**config.mk**
```make
export PLATFORM = sky130hd
export DESIGN_NAME = multi_led_action_timer
export DESIGN_NICKNAME = d
export VERILOG_FILES = /design/src/design/mlat_pkg.sv /design/src/design/mlat_ram.sv /design/src/design/multi_led_action_timer.sv
export SDC_FILE = /design/constraint.sdc
export NUM_CORES = 1
export LEC_CHECK = 0
export CORE_ASPECT_RATIO = 0.7
export CORE_MARGIN = 3
export CORE_UTILIZATION = 55
export DETAILED_ROUTE_END_ITERATION = 7
export DONT_BUFFER_PORTS = 1
export PLACE_DENSITY = 0.7
export SLEW_MARGIN = 20
export SYNTH_ARGS = -nofsm -noshare
export SYNTH_HDL_FRONTEND = slang
export SYNTH_SLANG_ARGS = --single-unit
export TNS_END_PERCENT = 20
```
**constraint.sdc**
```tcl
create_clock -name i_clk -period 14.3 [get_ports i_clk]
set_clock_uncertainty 0.1 [all_clocks]
set_input_delay 2.145 -clock i_clk [delete_from_list [all_inputs] [get_ports i_clk]]
set_output_delay 2.145 -clock i_clk [all_outputs]
set_load 0.005 [all_outputs]
```
**src/design/mlat_pkg.sv**
```systemverilog
// Package for the multi-LED action timer: sizes, codes, entry layout and
// sequencer states. Depends on nothing; the top level imports it.
`default_nettype none

package mlat_pkg;

    localparam int LED_COUNT  = 8;
    localparam int LED_IDX_W  = (LED_COUNT > 1) ? $clog2(LED_COUNT) : 1;
    localparam int IN_IDX_W   = 4;
    localparam int DELAY_W    = 16;
    localparam int OUT_LED_W  = 8;
    localparam int EXT_W      = (LED_COUNT > OUT_LED_W) ? LED_COUNT : OUT_LED_W;
    localparam int S_TDATA_W  = 24;
    localparam int M_TDATA_W  = 16;

    typedef enum logic [1:0] {
        ACT_NONE   = 2'd0,
        ACT_ON     = 2'd1,
        ACT_OFF    = 2'd2,
        ACT_TOGGLE = 2'd3
    } t_action;

    typedef enum logic {
        CMD_TICK = 1'b0,
        CMD_SET  = 1'b1
    } t_cmd;

    typedef struct packed {
        t_action              act;
        logic [DELAY_W-1:0]   cnt;
        logic [DELAY_W-1:0]   reload;
        logic                 cont;
    } t_entry;

    localparam int ENTRY_W = $bits(t_entry);

    typedef enum logic [1:0] {
        ST_IDLE,
        ST_WALK,
        ST_DRAIN,
        ST_OUT
    } t_state;

endpackage

`default_nettype wire

```
**src/design/mlat_ram.sv**
```systemverilog
// Generic simple dual-port RAM with one write port and one registered read port.
// Depends on nothing.
`default_nettype none

module mlat_ram #(
    parameter int WIDTH = 8,
    parameter int DEPTH = 8,
    localparam int ADDR_W = (DEPTH > 1) ? $clog2(DEPTH) : 1
) (
    input  logic              i_clk,
    input  logic              i_we,
    input  logic [ADDR_W-1:0] i_waddr,
    input  logic [WIDTH-1:0]  i_wdata,
    input  logic [ADDR_W-1:0] i_raddr,
    output logic [WIDTH-1:0]  o_rdata
);

    logic [WIDTH-1:0] r_mem [DEPTH];
    logic [WIDTH-1:0] r_rdata;

    always_ff @(posedge i_clk) begin
        if (i_we) begin
            r_mem[i_waddr] <= i_wdata;
        end
        r_rdata <= r_mem[i_raddr];
    end

    assign o_rdata = r_rdata;

endmodule

`default_nettype wire

```
**src/design/multi_led_action_timer.sv**
```systemverilog
// Top level of the multi-LED action timer: command decode, tick walk over the
// entry RAM, LED levels and result register. Depends on mlat_pkg and mlat_ram.
//
//   Channel  Dir  Handshake             Payload
//   s        in   i_s_tvalid/o_s_tready i_s_tdata, i_s_tuser (command)
//   m        out  o_m_tvalid/i_m_tready o_m_tdata
//
// A set command passes through ST_OUT only; a tick walks every entry in ST_WALK,
// reading and writing back one RAM entry per cycle, then passes ST_DRAIN and ST_OUT.
// Reset clears the valid bits of all entries at once, so there is no clearing pass.
// A new beat is taken once the previous one has been processed, even while its
// result still waits in the output register; a stalled output only holds the
// final load of the next result.
`default_nettype none

module multi_led_action_timer (
    input  logic                           i_clk,
    input  logic                           i_rst_n,
    input  logic                           i_s_tvalid,
    output logic                           o_s_tready,
    // led_index[3:0], action[5:4], delay_ticks[21:6], repeat_mode[22], zero[23]
    input  logic [mlat_pkg::S_TDATA_W-1:0] i_s_tdata,
    // command[0]
    input  logic                           i_s_tuser,
    output logic                           o_m_tvalid,
    input  logic                           i_m_tready,
    // led_levels[7:0], changed_mask[15:8]
    output logic [mlat_pkg::M_TDATA_W-1:0] o_m_tdata
);

    import mlat_pkg::*;

    t_state                 r_state, n_state;
    logic [LED_IDX_W-1:0]   r_idx, n_idx;
    logic                   r_wb_vld;
    logic [LED_IDX_W-1:0]   r_wb_idx;
    logic                   r_rd_vq;
    logic [LED_COUNT-1:0]   r_valid;
    logic [LED_COUNT-1:0]   r_level, n_level;
    logic [LED_COUNT-1:0]   r_mask, n_mask;
    logic                   r_out_valid;
    logic [M_TDATA_W-1:0]   r_out_data;

    logic                   s_acc;
    logic                   walking;
    logic                   out_load;
    logic [IN_IDX_W-1:0]    s_idx;
    t_action                s_act;
    logic [DELAY_W-1:0]     s_delay;
    logic                   s_rep;
    logic                   set_wr;
    t_entry                 set_ent;
    t_entry                 rd_ent;
    t_entry                 ent;
    t_entry                 wb_ent;
    logic                   fire;
    logic                   new_lvl;
    logic                   ram_we;
    logic [LED_IDX_W-1:0]   ram_waddr;
    t_entry                 ram_wdata;
    logic [ENTRY_W-1:0]     ram_rdata;
    logic [EXT_W-1:0]       lvl_ext;
    logic [EXT_W-1:0]       mask_ext;

    assign s_idx   = i_s_tdata[3:0];
    assign s_act   = t_action'(i_s_tdata[5:4]);
    assign s_delay = i_s_tdata[21:6];
    assign s_rep   = i_s_tdata[22];

    assign s_acc  = i_s_tvalid && o_s_tready;
    assign set_wr = s_acc && (t_cmd'(i_s_tuser) == CMD_SET)
                    && ({1'b0, s_idx} < (IN_IDX_W + 1)'(LED_COUNT));

    always_comb begin
        set_ent.act    = s_act;
        set_ent.cnt    = s_delay;
        set_ent.reload = s_delay;
        set_ent.cont   = s_rep;
    end

    // Next state.
    always_comb begin
        n_state = r_state;
        case (r_state)
            ST_IDLE: begin
                if (s_acc) begin
                    n_state = (t_cmd'(i_s_tuser) == CMD_TICK) ? ST_WALK : ST_OUT;
                end
            end
            ST_WALK: begin
                if (r_idx == LED_IDX_W'(LED_COUNT - 1)) begin
                    n_state = ST_DRAIN;
                end
            end
            ST_DRAIN: begin
                n_state = ST_OUT;
            end
            ST_OUT: begin
                if (!r_out_valid || i_m_tready) begin
                    n_state = ST_IDLE;
                end
            end
            default: begin
                n_state = ST_IDLE;
            end
        endcase
    end

    // Sequencer outputs.
    always_comb begin
        o_s_tready = 1'b0;
        walking    = 1'b0;
        out_load   = 1'b0;
        case (r_state)
            ST_IDLE:  o_s_tready = 1'b1;
            ST_WALK:  walking    = 1'b1;
            ST_DRAIN: walking    = 1'b0;
            ST_OUT:   out_load   = !r_out_valid || i_m_tready;
            default: begin
                o_s_tready = 1'b0;
            end
        endcase
    end

    always_comb begin
        n_idx = r_idx;
        if (s_acc) begin
            n_idx = '0;
        end else if (walking) begin
            n_idx = r_idx + LED_IDX_W'(1);
        end
    end

    assign rd_ent = t_entry'(ram_rdata);
    assign ent    = r_rd_vq ? rd_ent : t_entry'('0);

    // Read-modify-write of the entry read in the previous cycle.
    always_comb begin
        wb_ent  = ent;
        fire    = 1'b0;
        new_lvl = r_level[r_wb_idx];
        if (ent.act != ACT_NONE) begin
            if (ent.cnt != '0) begin
                wb_ent.cnt = ent.cnt - DELAY_W'(1);
            end else begin
                fire = 1'b1;
                case (ent.act)
                    ACT_ON:  new_lvl = 1'b1;
                    ACT_OFF: new_lvl = 1'b0;
                    default: new_lvl = !r_level[r_wb_idx];
                endcase
                if (ent.cont) begin
                    wb_ent.cnt = ent.reload - DELAY_W'(1);
                end else begin
                    wb_ent.act = ACT_NONE;
                end
            end
        end
    end

    always_comb begin
        n_level = r_level;
        n_mask  = r_mask;
        if (s_acc) begin
            n_mask = '0;
        end else if (r_wb_vld) begin
            n_level[r_wb_idx] = new_lvl;
            n_mask[r_wb_idx]  = r_mask[r_wb_idx] | fire;
        end
    end

    assign ram_we    = set_wr || r_wb_vld;
    assign ram_waddr = set_wr ? s_idx[LED_IDX_W-1:0] : r_wb_idx;
    assign ram_wdata = set_wr ? set_ent : wb_ent;

    mlat_ram #(
        .WIDTH (ENTRY_W),
        .DEPTH (LED_COUNT)
    ) u_ram (
        .i_clk   (i_clk),
        .i_we    (ram_we),
        .i_waddr (ram_waddr),
        .i_wdata (ram_wdata),
        .i_raddr (r_idx),
        .o_rdata (ram_rdata)
    );

    assign lvl_ext  = EXT_W'(r_level);
    assign mask_ext = EXT_W'(r_mask);

    always_ff @(posedge i_clk) begin
        if (!i_rst_n) begin
            r_state     <= ST_IDLE;
            r_idx       <= '0;
            r_wb_vld    <= 1'b0;
            r_valid     <= '0;
            r_level     <= '0;
            r_mask      <= '0;
            r_out_valid <= 1'b0;
        end else begin
            r_state  <= n_state;
            r_idx    <= n_idx;
            r_wb_vld <= walking;
            r_level  <= n_level;
            r_mask   <= n_mask;
            if (ram_we) begin
                r_valid[ram_waddr] <= 1'b1;
            end
            if (out_load) begin
                r_out_valid <= 1'b1;
            end else if (i_m_tready) begin
                r_out_valid <= 1'b0;
            end
        end
    end

    always_ff @(posedge i_clk) begin
        r_wb_idx <= r_idx;
        r_rd_vq  <= r_valid[r_idx];
        if (out_load) begin
            r_out_data <= {mask_ext[OUT_LED_W-1:0], lvl_ext[OUT_LED_W-1:0]};
        end
    end

    assign o_m_tvalid = r_out_valid;
    assign o_m_tdata  = r_out_data;

    a_wb_after_walk: assert property (@(posedge i_clk) disable iff (!i_rst_n)
        r_wb_vld |-> $past(r_state) == ST_WALK)
        else $error("write-back without a preceding walk read");

    a_mask_cleared: assert property (@(posedge i_clk) disable iff (!i_rst_n)
        s_acc |=> r_mask == '0)
        else $error("fired mask not cleared on a new beat");

    a_out_drained: assert property (@(posedge i_clk) disable iff (!i_rst_n)
        r_state == ST_OUT |-> !r_wb_vld)
        else $error("result loaded before the last write-back");

    a_no_set_clash: assert property (@(posedge i_clk) disable iff (!i_rst_n)
        set_wr |-> !r_wb_vld)
        else $error("set write collides with a walk write-back");

endmodule

`default_nettype wire
```
; ---- After elaboration in Yosys (flattened, before gate mapping)
; Memory sizes are Yosys's and may differ from the RTL's. A register that Yosys moved wholly into a read port is not among the register bits.
; Index checks and enable logic that the tools add are counted.
[classes]
n_lt_le_gt_ge = 6
reduce_logical = 16
muxes = 37
addsub = 3
bitwise_logic = 4
n_eq_ne = 9
[ops]
columns = cell, n
row1 = $mux W35, 2
row2 = $mux W16, 2
row3 = $sub A16 B1 Y16 const B, 2
row4 = $mux W18, 1
row5 = $bwmux W8, 2
row6 = $mux W1, 16
row7 = $reduce_bool A16 Y1, 1
row8 = $lt A3 B4 Y1 const B, 3
row9 = $mux W2, 6
row10 = $bmux W1 S3, 3
row11 = $or A8 B8 Y8, 1
row12 = $pmux W2 S4, 1
row13 = $demux W1 S3, 2
row14 = $eq A2 B2 Y1 const B, 3
row15 = $ge A3 B1 Y1 const B, 2
row16 = $ne A2 B2 Y1 const B, 3
row17 = $logic_and A1 B1 Y1, 5
row18 = $eq A2 B1 Y1 const B, 2
row19 = $lt A4 B4 Y1 const B, 1
row20 = $reduce_bool A2 Y1, 2
row21 = $add A3 B1 Y3 const B, 1
row22 = $eq A3 B3 Y1 const B, 1
row23 = $mux W3, 1
row24 = $reduce_and A3 Y1, 1
row25 = 8 further kinds, 11
[word_totals]
reg_bits = 51
inputBits = 29
word_cells = 86
ramBits = 280
mem_count = 1
output_inout_bits = 18
[memory_table]
columns = memory, words, width, rd, rd_clocked_by_memory_dff, wr, line
row1 = u_ram.r_mem, 8, 35, 1, 1, 1, mlat_ram.sv:18  ; logic [WIDTH-1:0] r_mem [DEPTH];

; ---- Logic depth before layout (Yosys ltp)
[logic_depth]
word_depth = 11
ltp_mapped = 11

; ---- Cells and area by module
; A second synthesis with hierarchy kept.
[hier_totals]
cells_unflattened = 893
hier_area_um2 = 15110.7
[by_module_without_submodules]
columns = module, cells_per_inst, area_per_inst_um2, seq_area_each_um2, n_inst
row1 = mlat_ram, 453, 11536.1, 9108.7, 1
row2 = multi_led_action_timer, 440, 3574.7, 1181.1, 1

; ---- Worst setup path after synthesis
; No wires, ideal clock.
[synth_path]
path_kind = input to register
from = input port i_s_tdata[3] in the netlist's numbering
to = memory u_ram.r_mem[0][0] in the netlist's numbering, enable pin
stages = 2
slack_ns = 7.511
required_ns = 13.672
arrival_time_ns = 6.160
cell_sequence = nand4b_1 -> o41ai_1
[synth_between]
elab_chain_len = 5
[synth_rtl]
columns = element, line
row1 = "start, declared", multi_led_action_timer.sv:22  ; input logic [mlat_pkg::S_TDATA_W-1:0] i_s_tdata,
row2 = $lt A4 B4 Y1 *, multi_led_action_timer.sv:72  ; && ({1'b0, s_idx} < (IN_IDX_W + 1)'(LED_COUNT));
row3 = $logic_and A1 B1 Y1 *, multi_led_action_timer.sv:72
row4 = $logic_or A1 B1 Y1, multi_led_action_timer.sv:172  ; assign ram_we = set_wr || r_wb_vld;
row5 = $mux W1, mlat_ram.sv:22  ; if (i_we) begin
row6 = $mux W1 (not written as such), mlat_ram.sv:23  ; r_mem[i_waddr] <= i_wdata;
row7 = "end, declared", mlat_ram.sv:18
; Mark *: on every way between the ends. The rest lies on a longest branch, timed or not.

==> metrics <==
largest cells by area after synthesis edfxtp_1 (59%), mux4_2 (11%), dfxtp_1 (9.4%); CP max FO 49; Synth Register Bits 366; outcome finished, final reports clean; wire length per cell 25.3 µm; nets 937; Routed Antenna Nets 0; final period utilization 0.320; row cnt 49; Power Internal 0.00210 W; Slew HR 0.256; chip height 144 µm; final RePlAce weighted congestion 0.901; Post-synth EDFFs 296; leading cell types in the layout, fill and taps excluded edfxtp_1 (296), mux4_2 (74), dfxtp_1 (67), nand2_1 (59), nor2_1 (57); Post-DP HPWL 18,700 µm; Pleak 5.30 nW; pwr/cell area 175 nW/µm²; Seq/Total Area, Yosys 0.687; Total Wirelength 32,400 µm; vias per cell 6.45; Netlist Area Pre-Place 15,000 µm²; PortBufs 0; htree depth 2; post-CTS setup buffers 0; layout cells sized above 1 0.231; CTS Sinks 366; Final Instance Area 16,600 µm²; Slew Limit Fails 0; syn nets 931; Clock power frac 0.317; GR Overflow Total 0; Worst EP arrival 4.66 ns; Final min period 4.58 ns; unrepaired setup endpoints after global routing false; Syn Area/Cell 16.8 µm²; Synth cell types 73; YS warnings 0; pre-CTS WS 9.33 ns; hold path cells 0; max cap viols 0; Reg2Reg Depth 8; number of global-route vias before repair 8,439; critical path startpoint category input port; post-synthesis instance total 892; setup TNS 0 ns; final hold vios 0; width of the die 203 µm; Least-Margin Pin Slew 1.12 ns; core area 26,200 µm²; CTS Buf Count 35; clock latency on the worst-skew pair 0.52 ns; fmax 218 MHz; Final setup viols 0; setup ws final 9.72 ns; Worst Path Required 14.38 ns; placed cells 1,218; top_reg_cell synth edfxtp_1; Die Area 29,300 µm²; I/O pin cnt 47; antenna violations before repair 0; Synth area leader edfxtp_1; Switch Pwr 0.000800 W; TritonCTS clock tree built; Hold Path Class reg2reg; Layout Utilization 0.632; final cell count without fillers 1,281; # fillers 1,847; DRT Pass-1 Iters 5; logic gate share of total power 0.182; via count 8,266; clk slew on worst S/H paths 0.06 ns; Reg power frac 0.501; maximum VDD drop 0.0872 mV; n_diodes 0; Longest Clk Path Bufs 3; clock root cell clkbuf_16; commonest non-fill, non-tap cell in the layout edfxtp_1; initial drt markers 1,009; Area Overhead vs Synth 10.8%; CP Class in2reg; largest net degree at the start of global routing 76; initial core utilization 0.571; cts hold-fix bufs 0; CP endpoint kind flip-flop; first-pass GRT wire length 49,300 µm; post-synth top area share 0.593; gr usage total 0.224; ys async rst share 0; Switching Share 0.276; Resize count post-CTS 0; placed cell areas 15,400 µm²; # DRC 0
synthesized netlist by cell type, types with 5 or more instances:
master and number:
nand3b_1 7, buf_2 12, o221a_1 8, ha_1 10
nor2b_1 6, o31ai_1 12, a311oi_1 7, dfxtp_1 70
mux2i_1 8, inv_1 10, mux2_2 36, xor2_1 6
nand3_1 9, nand4_1 11, nor3_1 10, nand4b_1 7
nand2b_1 8, clkbuf_1 31, nand2_1 59, a22o_1 9
a211oi_1 5, mux4_2 74, o21ai_0 19, a21oi_1 12
xnor2_1 5, edfxtp_1 296, o41ai_1 5, a31oi_1 10
nor2_1 57
power groups by stage:
stage	logic (W)	clock network [W]	registers, W
after floorplan	0.000439	0	0.00140
after global placement	0.000495	0	0.00146
after detailed placement	0.000520	0	0.00147
after CTS	0.000522	0.000936	0.00145
after global routing	0.000572	0.000981	0.00146
final	0.000526	0.000919	0.00145
per-stage QoR:
step	total power (W)	hold slack, ns
3_5_place_dp	0.00199	0.348
4_1_cts	0.00291	0.363
5_1_grt	0.00302	0.374
2_1_floorplan	0.00184	0.253
6_report	0.00290	0.363
3_3_place_gp	0.00196	0.341
critical path: stages:
cell and delay, ns:
and4b_2 0.20, buf_4 0.32, nor2_1 0.81, o311a_1 0.30, a211oi_1 0.05, o21ai_0 0.79
layout make-up:
type / instances / area, µm² / area share
clock buffer: 49 / 1000 / 0.0603
clock inverter: 14 / 148 / 0.00890
inverter: 11 / 41.3 / 0.00249
multi-input combinational: 468 / 4540 / 0.273
sequential: 366 / 10300 / 0.621
tap: 357 / 447 / 0.0269
timing repair buffer: 16 / 120 / 0.00724
logic make-up after synthesis:
kind of cell | Yosys count | synth area share
xor+xnor | 11 | 0.00643
compound gates | 123 | 0.0637
fa+ha+maj | 10 | 0.00835
buf+inv | 58 | 0.0163
simple gates | 205 | 0.0729
mux | 119 | 0.145
flops | 366 | 0.687
registers in the layout (all words and copies together) (netlist names):
| name | cells |
|---|---|
| r_valid | 8 |
| o_m_tdata | 16 |
| r_state | 2 |
| mask_ext | 8 |
| u_ram.r_mem | 280 |
| r_rd_vq | 1 |
| lvl_ext | 8 |
| r_idx | 3 |
| r_wb_idx | 3 |
| r_wb_vld | 1 |
| u_ram.o_rdata | 35 |
| o_m_tvalid | 1 |
final timing paths:
path,slack (ns),start,end
setup / recovery,9.72,i_s_tdata[3],u_ram.r_mem[3][28]
hold / removal,0.36,mask_ext[5],o_m_tdata[13]
setup reg to reg,10.45,r_state[0],u_ram.r_mem[3][28]
hold reg to reg,0.36,mask_ext[5],o_m_tdata[13]
layer usage:
| metal | wire, µm | share of wire | track usage | up-vias |
|---|---|---|---|---|
| li1 | - | - | - | 3601 |
| met1 | 13700 | 0.42 | 0.321 | 4196 |
| met2 | 15000 | 0.46 | 0.349 | 398 |
| met3 | 2820 | 0.087 | 0.0461 | 71 |
| met4 | 829 | 0.026 | 0.0822 | 0 |
| met5 | 0 | 0 | 0 | - |
Power figures use the tool's default switching activity.
